<file path="src/hw/rtl/wrs_pkg.sv">
`timescale 1ns / 1ps

package wrs_pkg;

	// Default sizing of the top level
	localparam int DEF_ENTRIES     = 4;
	localparam int DEF_WEIGHT_BITS = 16;

	// Fixed field widths
	localparam int RAND_BITS      = 31;
	localparam int REG_BITS       = 16;
	localparam int COUNT_REG_BITS = 3;
	localparam int WEIGHT_REGS    = 4;
	localparam int INDEX_BITS     = 2;

	// Stream and register port widths
	localparam int TDATA_IN_BITS  = 32;
	localparam int TDATA_OUT_BITS = 8;
	localparam int CFG_DATA_BITS  = 32;
	localparam int ADDR_BITS      = 5;
	localparam int REG_SEL_BITS   = ADDR_BITS - 2;

	// Remainder pipeline: bits of the draw retired per stage
	localparam int DIV_STEP   = 4;
	localparam int DIV_STAGES = (RAND_BITS + DIV_STEP - 1) / DIV_STEP;
	localparam int DVD_BITS   = DIV_STAGES * DIV_STEP;

	// Register map, word index
	typedef enum logic [REG_SEL_BITS-1:0] {
		REG_WEIGHT0 = 3'd0,
		REG_WEIGHT1 = 3'd1,
		REG_WEIGHT2 = 3'd2,
		REG_WEIGHT3 = 3'd3,
		REG_COUNT   = 3'd4
	} reg_idx_t;

	// Special cases decided from the table alone
	typedef struct packed {
		logic none;      // no entries in use
		logic all_zero;  // total weight is zero
	} sel_mode_t;

endpackage

</file>
<file path="src/hw/rtl/wrs_div_stage.sv">
`timescale 1ns / 1ps

module wrs_div_stage
	import wrs_pkg::*;
#(
	parameter int TOTAL_BITS = 17
) (
	input  logic                  clk,
	input  logic                  arst_n,
	input  logic                  in_valid,
	output logic                  in_ready,
	input  logic [TOTAL_BITS-1:0] in_rem,
	input  logic [DVD_BITS-1:0]   in_dvd,
	input  logic [TOTAL_BITS-1:0] divisor,
	output logic                  out_valid,
	input  logic                  out_ready,
	output logic [TOTAL_BITS-1:0] out_rem,
	output logic [DVD_BITS-1:0]   out_dvd
);

	logic                  valid_sd;
	logic [TOTAL_BITS-1:0] rem_sd;
	logic [DVD_BITS-1:0]   dvd_sd;
	logic [TOTAL_BITS-1:0] rem_nxt;

	// Take a beat whenever this slot is empty or drains downstream
	assign in_ready = !valid_sd || out_ready;

	// Restoring remainder steps, most significant draw bit first
	always_comb begin
		logic [TOTAL_BITS-1:0] r;
		logic [TOTAL_BITS:0]   t;
		r = in_rem;
		t = '0;
		for (int k = 0; k < DIV_STEP; k++) begin
			t = {r, in_dvd[DVD_BITS-1-k]};
			if (t >= {1'b0, divisor}) begin
				t = t - {1'b0, divisor};
			end
			r = t[TOTAL_BITS-1:0];
		end
		rem_nxt = r;
	end

	// Hold the valid flag
	always_ff @(posedge clk or negedge arst_n) begin
		if (!arst_n) begin
			valid_sd <= 1'b0;
		end else if (in_ready) begin
			valid_sd <= in_valid;
		end
	end

	// Advance remainder and shift out the consumed draw bits
	always_ff @(posedge clk) begin
		if (in_ready && in_valid) begin
			rem_sd <= rem_nxt;
			dvd_sd <= in_dvd << DIV_STEP;
		end
	end

	assign out_valid = valid_sd;
	assign out_rem   = rem_sd;
	assign out_dvd   = dvd_sd;

endmodule

</file>
<file path="src/hw/rtl/wrs_select.sv">
`timescale 1ns / 1ps

module wrs_select
	import wrs_pkg::*;
#(
	parameter int ENTRIES    = DEF_ENTRIES,
	parameter int TOTAL_BITS = 17,
	parameter int CNT_BITS   = 3
) (
	input  logic                  clk,
	input  logic                  arst_n,
	input  logic                  in_valid,
	output logic                  in_ready,
	input  logic [TOTAL_BITS-1:0] roll,
	input  logic [TOTAL_BITS-1:0] pre [ENTRIES],
	input  logic [CNT_BITS-1:0]   cnt,
	input  sel_mode_t             mode,
	output logic                  out_valid,
	input  logic                  out_ready,
	output logic                  found,
	output logic [INDEX_BITS-1:0] index
);

	localparam int IDX_BITS = (ENTRIES > 1) ? $clog2(ENTRIES) : 1;
	localparam int PICK_W   = IDX_BITS + INDEX_BITS;

	logic                  valid_so;
	logic                  found_so;
	logic [INDEX_BITS-1:0] index_so;
	logic                  found_d;
	logic [INDEX_BITS-1:0] index_d;

	assign in_ready = !valid_so || out_ready;

	// Find the first entry whose running sum exceeds the roll
	always_comb begin
		logic [IDX_BITS-1:0] pick;
		logic [PICK_W-1:0]   pick_w;
		pick = IDX_BITS'(cnt - CNT_BITS'(1));
		for (int i = ENTRIES - 1; i >= 0; i--) begin
			if (roll < pre[i]) begin
				pick = IDX_BITS'(i);
			end
		end
		pick_w = PICK_W'(pick);
		if (mode.none) begin
			found_d = 1'b0;
			index_d = '0;
		end else if (mode.all_zero) begin
			found_d = 1'b1;
			index_d = '0;
		end else begin
			found_d = 1'b1;
			index_d = pick_w[INDEX_BITS-1:0];
		end
	end

	// Hold the output beat until taken
	always_ff @(posedge clk or negedge arst_n) begin
		if (!arst_n) begin
			valid_so <= 1'b0;
		end else if (in_ready) begin
			valid_so <= in_valid;
		end
	end

	always_ff @(posedge clk) begin
		if (in_ready && in_valid) begin
			found_so <= found_d;
			index_so <= index_d;
		end
	end

	assign out_valid = valid_so;
	assign found     = found_so;
	assign index     = index_so;

endmodule

</file>
<file path="src/hw/rtl/weighted_random_select_top.sv">
`timescale 1ns / 1ps

// Channel   Role     Beat / access                 Payload
// s_*       input    s_tvalid & s_tready           tdata[30:0] random_value
// m_*       output   m_tvalid & m_tready           tuser found, tdata[1:0] chosen_index
// apb       config   psel & penable (& pwrite)     weights at 0x0..0xC, count at 0x10
//
// One draw enters per cycle while the output is not stalled; each draw passes
// through an input register, the remainder pipeline retiring DIV_STEP draw bits per
// stage, and the compare stage that also holds the output beat.
// Reset clears the configuration registers and pipeline valids; the table derived
// from the registers is re-registered every cycle. Each stage holds its beat while the
// next one is full, so a stall backs up stage by stage and loses nothing.

module weighted_random_select_top
	import wrs_pkg::*;
#(
	parameter int ENTRIES     = DEF_ENTRIES,
	parameter int WEIGHT_BITS = DEF_WEIGHT_BITS
) (
	input  logic                      clk,
	input  logic                      arst_n,
	// stream in
	input  logic                      s_tvalid,
	output logic                      s_tready,
	input  logic [TDATA_IN_BITS-1:0]  s_tdata,   // [30:0] random_value
	// stream out
	output logic                      m_tvalid,
	input  logic                      m_tready,
	output logic [TDATA_OUT_BITS-1:0] m_tdata,   // [1:0] chosen_index
	output logic                      m_tuser,   // [0] found
	// register port
	input  logic                      psel,
	input  logic                      penable,
	input  logic                      pwrite,
	input  logic [ADDR_BITS-1:0]      paddr,
	input  logic [CFG_DATA_BITS-1:0]  pwdata,
	output logic [CFG_DATA_BITS-1:0]  prdata,
	output logic                      pready
);

	localparam int NREG       = (ENTRIES < WEIGHT_REGS) ? ENTRIES : WEIGHT_REGS;
	localparam int CLAMP_BITS = (WEIGHT_BITS > REG_BITS) ? REG_BITS : WEIGHT_BITS - 1;
	localparam int TOTAL_BITS = CLAMP_BITS + $clog2(ENTRIES);
	localparam int CNT_BITS   = $clog2(ENTRIES + 1);

	logic [REG_BITS-1:0]       weight_q [NREG];
	logic [REG_BITS-1:0]       weight_rd [WEIGHT_REGS];
	logic [COUNT_REG_BITS-1:0] count_q;
	logic                      wr_en;
	reg_idx_t                  reg_sel;

	logic [CLAMP_BITS-1:0]     clamp_w [ENTRIES];
	logic [CNT_BITS-1:0]       cnt_sat;
	logic [TOTAL_BITS-1:0]     pre_d [ENTRIES];
	logic [TOTAL_BITS-1:0]     pre_q [ENTRIES];
	logic [CNT_BITS-1:0]       cnt_q;
	sel_mode_t                 mode_d;
	sel_mode_t                 mode_q;

	logic                      valid_s0;
	logic [DVD_BITS-1:0]       rand_s0;

	logic                      v_st   [DIV_STAGES+1];
	logic [TOTAL_BITS-1:0]     rem_st [DIV_STAGES+1];
	logic [DVD_BITS-1:0]       dvd_st [DIV_STAGES+1];
	logic                      rdy_st [DIV_STAGES+1];

	logic                      found;
	logic [INDEX_BITS-1:0]     index;

	// Register port
	assign pready  = 1'b1;
	assign wr_en   = psel && penable && pwrite && pready;
	assign reg_sel = reg_idx_t'(paddr[ADDR_BITS-1:2]);

	always_ff @(posedge clk or negedge arst_n) begin
		if (!arst_n) begin
			for (int i = 0; i < NREG; i++) begin
				weight_q[i] <= '0;
			end
			count_q <= '0;
		end else if (wr_en) begin
			for (int i = 0; i < NREG; i++) begin
				if (reg_sel == reg_idx_t'(i)) begin
					weight_q[i] <= pwdata[REG_BITS-1:0];
				end
			end
			if (reg_sel == REG_COUNT) begin
				count_q <= pwdata[COUNT_REG_BITS-1:0];
			end
		end
	end

	// Weight slots without a table entry read as zero
	for (genvar g = 0; g < WEIGHT_REGS; g++) begin : g_rd
		if (g < NREG) begin : g_have
			assign weight_rd[g] = weight_q[g];
		end else begin : g_none
			assign weight_rd[g] = '0;
		end
	end

	always_comb begin
		case (reg_sel)
			REG_WEIGHT0: prdata = CFG_DATA_BITS'(weight_rd[0]);
			REG_WEIGHT1: prdata = CFG_DATA_BITS'(weight_rd[1]);
			REG_WEIGHT2: prdata = CFG_DATA_BITS'(weight_rd[2]);
			REG_WEIGHT3: prdata = CFG_DATA_BITS'(weight_rd[3]);
			REG_COUNT:   prdata = CFG_DATA_BITS'(count_q);
			default:     prdata = '0;
		endcase
	end

	// Clamp negative weights to zero; weights wider than a register are taken as unsigned
	for (genvar g = 0; g < ENTRIES; g++) begin : g_clamp
		if (g < NREG) begin : g_reg
			if (WEIGHT_BITS > REG_BITS) begin : g_wide
				assign clamp_w[g] = weight_q[g];
			end else begin : g_signed
				assign clamp_w[g] = weight_q[g][WEIGHT_BITS-1] ? '0 :
					weight_q[g][WEIGHT_BITS-2:0];
			end
		end else begin : g_noreg
			assign clamp_w[g] = '0;
		end
	end

	// Saturate the count, mask unused entries, build running sums
	always_comb begin
		logic [TOTAL_BITS-1:0] acc;
		if (count_q > COUNT_REG_BITS'(ENTRIES)) begin
			cnt_sat = CNT_BITS'(ENTRIES);
		end else begin
			cnt_sat = CNT_BITS'(count_q);
		end
		acc = '0;
		for (int i = 0; i < ENTRIES; i++) begin
			if (CNT_BITS'(i) < cnt_sat) begin
				acc = acc + TOTAL_BITS'(clamp_w[i]);
			end
			pre_d[i] = acc;
		end
		mode_d.none     = (cnt_sat == '0);
		mode_d.all_zero = (acc == '0);
	end

	always_ff @(posedge clk or negedge arst_n) begin
		if (!arst_n) begin
			for (int i = 0; i < ENTRIES; i++) begin
				pre_q[i] <= '0;
			end
			cnt_q  <= '0;
			mode_q <= '{none: 1'b1, all_zero: 1'b1};
		end else begin
			pre_q  <= pre_d;
			cnt_q  <= cnt_sat;
			mode_q <= mode_d;
		end
	end

	// Input register
	assign s_tready = !valid_s0 || rdy_st[0];

	always_ff @(posedge clk or negedge arst_n) begin
		if (!arst_n) begin
			valid_s0 <= 1'b0;
		end else if (s_tready) begin
			valid_s0 <= s_tvalid;
		end
	end

	always_ff @(posedge clk) begin
		if (s_tvalid && s_tready) begin
			rand_s0 <= DVD_BITS'(s_tdata[RAND_BITS-1:0]);
		end
	end

	assign v_st[0]   = valid_s0;
	assign rem_st[0] = '0;
	assign dvd_st[0] = rand_s0;

	// Remainder pipeline: draw modulo total weight
	for (genvar j = 1; j <= DIV_STAGES; j++) begin : g_div
		wrs_div_stage #(
			.TOTAL_BITS(TOTAL_BITS)
		) u_div (
			.clk      (clk),
			.arst_n   (arst_n),
			.in_valid (v_st[j-1]),
			.in_ready (rdy_st[j-1]),
			.in_rem   (rem_st[j-1]),
			.in_dvd   (dvd_st[j-1]),
			.divisor  (pre_q[ENTRIES-1]),
			.out_valid(v_st[j]),
			.out_ready(rdy_st[j]),
			.out_rem  (rem_st[j]),
			.out_dvd  (dvd_st[j])
		);
	end

	// Compare stage and output register
	wrs_select #(
		.ENTRIES   (ENTRIES),
		.TOTAL_BITS(TOTAL_BITS),
		.CNT_BITS  (CNT_BITS)
	) u_sel (
		.clk      (clk),
		.arst_n   (arst_n),
		.in_valid (v_st[DIV_STAGES]),
		.in_ready (rdy_st[DIV_STAGES]),
		.roll     (rem_st[DIV_STAGES]),
		.pre      (pre_q),
		.cnt      (cnt_q),
		.mode     (mode_q),
		.out_valid(m_tvalid),
		.out_ready(m_tready),
		.found    (found),
		.index    (index)
	);

	assign m_tdata = TDATA_OUT_BITS'(index);
	assign m_tuser = found;

endmodule

</file>
<file path="config.mk">
export PLATFORM = sky130hd
export DESIGN_NAME = weighted_random_select_top
export DESIGN_NICKNAME = d
export VERILOG_FILES = /design/src/hw/rtl/wrs_pkg.sv /design/src/hw/rtl/wrs_div_stage.sv /design/src/hw/rtl/wrs_select.sv /design/src/hw/rtl/weighted_random_select_top.sv
export SDC_FILE = /design/constraint.sdc
export NUM_CORES = 2
export LEC_CHECK = 0
export ABC_CLOCK_PERIOD_IN_PS = 24600
export BUFFER_PORTS_ARGS = -buffer_cell sky130_fd_sc_hd__buf_2
export CORE_ASPECT_RATIO = 0.7
export CORE_MARGIN = 2
export CORE_UTILIZATION = 52
export CTS_CLUSTER_SIZE = 30
export DETAILED_ROUTE_END_ITERATION = 10
export PLACE_DENSITY = 0.68
export RECOVER_POWER = 100
export SETUP_SLACK_MARGIN = 0.15
export SYNTH_ARGS = -nofsm -noshare
export SYNTH_HDL_FRONTEND = slang
export SYNTH_SLANG_ARGS = --single-unit
</file>
<file path="constraint.sdc">
create_clock -name clk -period 24.6 [get_ports clk]
set_input_delay 4.92 -clock clk [delete_from_list [all_inputs] [get_ports clk]]
set_output_delay 4.92 -clock clk [all_outputs]
set_load 0.1 [all_outputs]
</file>
## Word-level counts from Yosys, hierarchy flattened

Index checks and enable logic that the tools add are counted.

- Flip-flop bits (word level): 431
- Input port bits: 76
- Word-level logic and storage cells: 210
- Output and inout port bits: 44

- Equality and inequality tests: 4
- Reductions and logical operators: 42
- Muxes and demuxes: 46
- Magnitude comparators: 41
- Add/sub/neg operators: 36

Operators with widths:

| operator | count |
|---|---|
| two-way mux 17 bit | 35 |
| greater-or-equal comparator 18 x 17 -> 1 bit | 31 |
| subtractor 17 bit | 31 |
| one-hot mux 16 bit (5 select lines) | 1 |
| two-way mux 15 bit | 5 |
| < comparator 17 bit | 4 |
| adder 17 x 15 -> 17 bit | 3 |
| greater-or-equal comparator 1 x 17 -> 1 bit (first input constant) | 1 |
| zero test 17 bit | 1 |
| subtractor 1 x 17 -> 17 bit (first input constant) | 1 |
| logical AND 1 bit | 12 |
| zero test 1 bit | 10 |
| logical OR 1 bit | 10 |
| AND reduction 2 bit | 5 |
| equality test 3 x 2 -> 1 bit (second input constant) | 2 |
| zero test 3 bit | 2 |
| < comparator 1 x 3 -> 1 bit (first input constant) | 2 |
| < comparator 2 x 3 -> 1 bit (first input constant) | 2 |
| two-way mux 2 bit | 2 |
| OR reduction 4 bit | 1 |
| equality test 3 x 1 -> 1 bit (second input constant) | 1 |
| equality test 3 bit (second input constant) | 1 |
| > comparator 3 bit (second input constant) | 1 |
| two-way mux 3 bit | 1 |
| other kinds (3) | 4 |

## Longest topological paths before layout

- Word-level depth: 12
- Depth in mapped cells: 51
- Gate-level depth less buffers: 45

## Cells and area by module

Synthesis repeated with hierarchy kept, for this count alone.

- Cell total of the unflattened synthesis: 5866
- Area, all modules: 54965.2 um2

Modules (own cells, without submodules):

| module | times used | cells an instance | area an instance (um2) | seq. area each (um2) |
|---|---|---|---|---|
| wrs_div_stage at g_div[2].u_div ... | 4 | 602 | 5509.0 | 1376.3 |
| weighted_random_select_top | 1 | 806 | 9203.8 | 4386.7 |
| wrs_div_stage at g_div[5].u_div | 1 | 626 | 5600.4 | 1376.3 |
| wrs_div_stage at g_div[1].u_div | 1 | 630 | 5542.8 | 1376.3 |
| wrs_div_stage at g_div[4].u_div | 1 | 571 | 5405.2 | 1376.3 |
| wrs_div_stage at g_div[3].u_div | 1 | 592 | 5387.7 | 1376.3 |
| wrs_select | 1 | 233 | 1789.2 | 115.1 |

## Worst setup path before layout

Ideal clock, no wire load.

- Kind: flip-flop to flip-flop
- Start: reg pre_q[1] (netlist name)
- End: reg g_div[7].u_div.rem_sd[14] (data pin)
- Cell stages (with the launch flop): 43
- Data required time: 24.340 ns
- Path slack: 11.965 ns
- Path buffers: 6
- Period minus slack after synthesis: 12.635 ns
- Arrival: 12.375 ns
- Setup time: 0.260 ns
- Path through: dfrtp_1 inv_1 fa_1 a211oi_1 o21ai_0 a2111oi_0 a21oi_1 clkbuf_1 clkbuf_1 mux2_2 ha_1 nor2b_1 o31a_1 o31a_1 o221ai_1 a211oi_1 a2111o_1 buf_1 [... 7 more ...] o21bai_1 o21ai_0 nand2b_1 a211oi_2 clkbuf_1 mux2i_1 fa_1 a21oi_1 o21ai_0 o41a_1 a221o_1 o41a_1 a221oi_1 a21boi_0 nor3_1 mux2i_2 buf_2 mux2_2

- Word-level cells in the longest chain between the ends: 8

Ends and longest elaborated chain:

| item | line | text |
|---|---|---|
| start, declared | weighted_random_select_top.sv:56 | `logic [TOTAL_BITS-1:0] pre_q [ENTRIES];` |
| start signal, assigned | weighted_random_select_top.sv:156 | `pre_q <= pre_d;` |
| subtractor 17 bit or greater-or-equal comparator 18 x 17 -> 1 bit (tied branches) | wrs_div_stage.sv:38, wrs_div_stage.sv:37 |  |
| two-way mux 17 bit | wrs_div_stage.sv:37 | `if (t >= {1'b0, divisor}) begin` |
| subtractor 17 bit or greater-or-equal comparator 18 x 17 -> 1 bit (tied branches) | wrs_div_stage.sv:38, wrs_div_stage.sv:37 |  |
| two-way mux 17 bit | wrs_div_stage.sv:37 |  |
| subtractor 17 bit or greater-or-equal comparator 18 x 17 -> 1 bit (tied branches) | wrs_div_stage.sv:38, wrs_div_stage.sv:37 |  |
| two-way mux 17 bit | wrs_div_stage.sv:37 |  |
| subtractor 17 bit or greater-or-equal comparator 18 x 17 -> 1 bit (tied branches) | wrs_div_stage.sv:38, wrs_div_stage.sv:37 |  |
| two-way mux 17 bit (*) | wrs_div_stage.sv:37 |  |
| named net g_div[7].u_div.rem_nxt[14] | wrs_div_stage.sv:24 | `logic [TOTAL_BITS-1:0] rem_nxt;` |
| end signal, assigned | wrs_div_stage.sv:57 | `rem_sd <= rem_nxt;` |
| end, declared | wrs_div_stage.sv:22 | `logic [TOTAL_BITS-1:0] rem_sd;` |

Mark *: on every way through the listed nets, which the timed path passes. The rest lies on a longest branch.
A chain may end at the register's enable or synchronous reset.

## Worst setup path in the final report

- Start: reg pre_q[1] (netlist name)
- End: reg g_div[6].u_div.rem_sd[8] (data pin)

- Word-level cells in the longest chain between the ends: 8

Ends and longest elaborated chain:

| item | line |
|---|---|
| subtractor 17 bit or greater-or-equal comparator 18 x 17 -> 1 bit (tied branches) | wrs_div_stage.sv:38, wrs_div_stage.sv:37 |
| two-way mux 17 bit | wrs_div_stage.sv:37 |
| subtractor 17 bit or greater-or-equal comparator 18 x 17 -> 1 bit (tied branches) | wrs_div_stage.sv:38, wrs_div_stage.sv:37 |
| two-way mux 17 bit | wrs_div_stage.sv:37 |
| subtractor 17 bit or greater-or-equal comparator 18 x 17 -> 1 bit (tied branches) | wrs_div_stage.sv:38, wrs_div_stage.sv:37 |
| two-way mux 17 bit | wrs_div_stage.sv:37 |
| subtractor 17 bit or greater-or-equal comparator 18 x 17 -> 1 bit (tied branches) | wrs_div_stage.sv:38, wrs_div_stage.sv:37 |
| two-way mux 17 bit (*) | wrs_div_stage.sv:37 |
| named net g_div[6].u_div.rem_nxt[8] | wrs_div_stage.sv:24 |
| end signal, assigned | wrs_div_stage.sv:57 |
| end, declared | wrs_div_stage.sv:22 |

Marked as above.

==> impl_metrics.env <==
export IMPL_status="finished with violations"
export IMPL_violations="capacitance limit, slew limit"
export IMPL_drive_gt1_share_pct=10.6
export IMPL_dr_max_layer_used="met5"
export IMPL_cts_tree="built"
export IMPL_grt_pass1_vias=38300
export IMPL_netlist_instances=5403
export IMPL_areaGrowthSynthToFinish_pct=7.03
export IMPL_initial_core_util_pct=52.6
export IMPL_slowest_delay_ps=1960
export IMPL_clock_sinks=428
export IMPL_ys_warn_count=0
export IMPL_numCtsBuffers=48
export IMPL_grt_overflow_total=0
export IMPL_arrival_ps=19060
export IMPL_wirelength_um=137000
export IMPL_setup_viol=0
export IMPL_die_h_um=260
export IMPL_wl_met3_um=11300
export IMPL_grt_usage_pct=27.6
export IMPL_required_ps=24980
export IMPL_hold_violations=0
export IMPL_crit_path_top_delay_cell="clkbuf_1"
export IMPL_rows=93
export IMPL_vias=41700
export IMPL_port_buffers=77
export IMPL_rsz0062_at_grt="false"
export IMPL_final_antenna_net_count=0
export IMPL_wl_met1_um=67700
export IMPL_finalClockSkew_ps=69.1
export IMPL_drc=0
export IMPL_clk_latency_ps=660
export IMPL_slew_limit_headroom_pct=-178
export IMPL_gp_congestion=0.929
export IMPL_synth_edf_count=282
export IMPL_yosysSeqAreaShare_pct=25.0
export IMPL_reg2reg_slack_ps=5910
export IMPL_cts_repair_resized=0
export IMPL_wire_per_inst_um=20.2
export IMPL_io_pins=120
export IMPL_path_class="reg2reg"
export IMPL_cts_hold_buf=0
export IMPL_ys_seq_elements=428
export IMPL_grt_first_pass_wirelength_um=212000
export IMPL_setup_tns_ps=0
export IMPL_synth_distinct_cells=97
export IMPL_firstDrtPassIters=6
export IMPL_dieArea_um2=95900
export IMPL_htreeDepth=2
export IMPL_grt_max_degree=81
export IMPL_antenna_found_initial=3
export IMPL_hold_class="reg2reg"
export IMPL_cts_max_path_buffers=3
export IMPL_crit_path_start_kind="flip-flop"
export IMPL_post_cts_setup_buffer_count=0
export IMPL_clkTransAtPathRegs_ps=70
export IMPL_end_kind="flip-flop"
export IMPL_max_freq_mhz=53.5
export IMPL_fp_coreArea_um2=92300
export IMPL_crit_top_cell="a21o_1"
export IMPL_slew_viol_final=565
export IMPL_min_period_ps=18690
export IMPL_drt_iter0_markers=3786
export IMPL_routed_wl_met2_um=54500
export IMPL_synthFlopType="edfxtp_1"
export IMPL_syn_area_um2=48600
export IMPL_drv_cap=19
export IMPL_crit_path_max_fanout=24
export IMPL_clockRootBuffer="clkbuf_16"
export IMPL_place_hpwl_um=103000
export IMPL_dieWidth_um=369
export IMPL_final_nets=6228
export IMPL_worstMarginPinSlew_ps=4180
export IMPL_min_period_over_period_pct=76.0
export IMPL_async_flop_share_pct=34.1
export IMPL_vias_per_cell=6.17
export IMPL_avgSynthCellArea_um2=8.99
-- cell usage in the layout, fill, tap and decap left out, drive strengths merged, types with 47 or more instances in the layout --
cell type,instances
mux2,334
nor2,382
edfxtp,282
xor2,149
a211oi,67
nor3,114
and3,48
nor2b,140
a31oi,59
dfrtp,144
o31ai,47
ha,635
clkbuf,118
buf,88
inv,293
nand4,77
a21o,168
o21ai,291
o21bai,55
o21a,106
nand2,328
a21oi,426
nand3,107
xnor2,288
nand2b,84
mux2i,60
-- cell families after synthesis --
kind of cell	count (synthesis)	synth area share (%)
xor+xnor	437	7.88
buf+inv	421	3.51
mux	407	9.59
fa+ha+maj	669	17.8
other cells	2	0.0155
simple gates	1488	15.3
compound gates	1551	21.0
flops	428	25.0
-- final timing paths --
path | startpoint | to | cells after the start
hold reg to reg | g_div[3].u_div.out_dvd[21] | g_div[4].u_div.out_dvd[25] | 0
max in group asynchronous | arst_n | weight_q[24] | 2
setup reg to reg | pre_q[1] | g_div[6].u_div.out_rem[8] | 43
hold / removal | g_div[3].u_div.out_dvd[21] | g_div[4].u_div.out_dvd[25] | 0
setup / recovery | pre_q[1] | g_div[6].u_div.out_rem[8] | 43
min in group asynchronous | arst_n | valid_s0 | 1
-- final cells by class --
| class | instances | area [µm²] |
|---|---|---|
| antenna | 1 | 2.50 |
| clock buffer | 65 | 1350 |
| clock inverter | 25 | 314 |
| fill | 8198 | 40300 |
| inverter | 289 | 1090 |
| multi-input combinational | 4575 | 34800 |
| sequential | 428 | 12100 |
| tap | 1235 | 1550 |
| timing repair buffer | 141 | 734 |
-- registers in the layout, summed over array words and instances (netlist names) --
name / flops
cnt_q: 2
count_q: 3
g_div.u_div.out_dvd: 112
g_div.u_div.out_rem: 136
g_div.u_div.out_valid: 8
mode_q: 2
pre_q: 65
rand_s0: 31
u_sel.found: 1
u_sel.index: 2
u_sel.out_valid: 1
valid_s0: 1
weight_q: 64
-- stage by stage --
stage	instance area, µm²	instances	setup slack [ps]	hold slack (ps)	util [%]
2_1_floorplan	48600	5424	11970	400	-
3_3_place_gp	50500	6668	11140	401	54.7
3_5_place_dp	50500	6668	10910	405	54.7
4_1_cts	52200	6758	10860	404	56.5
5_1_grt	52000	6758	4870	419	56.3
6_report	52000	6759	5910	393	56.3
-- cells in the mapped netlist (14+ instances only) --
library cell,n,area share [%]
o21bai_1,55,0.85
a21oi_1,425,4.4
a221o_1,15,0.31
a21o_1,168,2.6
and2_1,42,0.54
nor4_1,25,0.32
xnor2_1,288,5.2
and3_1,48,0.62
a31oi_1,59,0.76
o41ai_1,14,0.25
o211ai_1,41,0.63
nor2b_1,140,1.8
fa_1,34,1.4
mux2i_1,59,1.2
o21a_1,106,1.6
ha_1,635,16
or3_1,37,0.48
o31ai_1,47,0.73
or2_2,41,0.53
edfxtp_1,282,17
xor2_1,149,2.7
a211o_1,34,0.61
a22oi_1,24,0.37
inv_1,288,2.2
o31a_1,22,0.40
nor3_1,113,1.2
o2111ai_1,16,0.29
nand4_1,77,0.99
buf_2,22,0.23
clkbuf_1,76,0.59
nor2_1,380,2.9
o21ai_0,288,3.0
a211oi_1,64,0.99
nand2_1,328,2.5
buf_4,24,0.37
o22ai_1,15,0.19
nand2b_1,84,1.1
nand3_1,106,1.1
dfrtp_1,144,7.4
a21boi_0,16,0.25
mux2_2,334,7.7
-- metal layers --
layer  vias to the layer above  GRT usage (%)
met5                         -              0
met4                         4           7.05
met3                       186           4.50
met2                      1462           39.4
met1                     19700           42.7
li1                      20400              -
-- worst max-delay path, delay by kind of cell (launching register included) --
family | cells | cell delay, ps
muxes | 2 | 810
DFF | 1 | 340
and+or+nand+nor | 5 | 1170
adders and majority gates | 4 | 1880
AOI/OAI and AO/OA | 26 | 7520
buffers and inverters | 6 | 6630
Power is left out: the tool's default activity adds up to more than one toggle a clock period on the data nets, which glitch-free logic cannot reach.
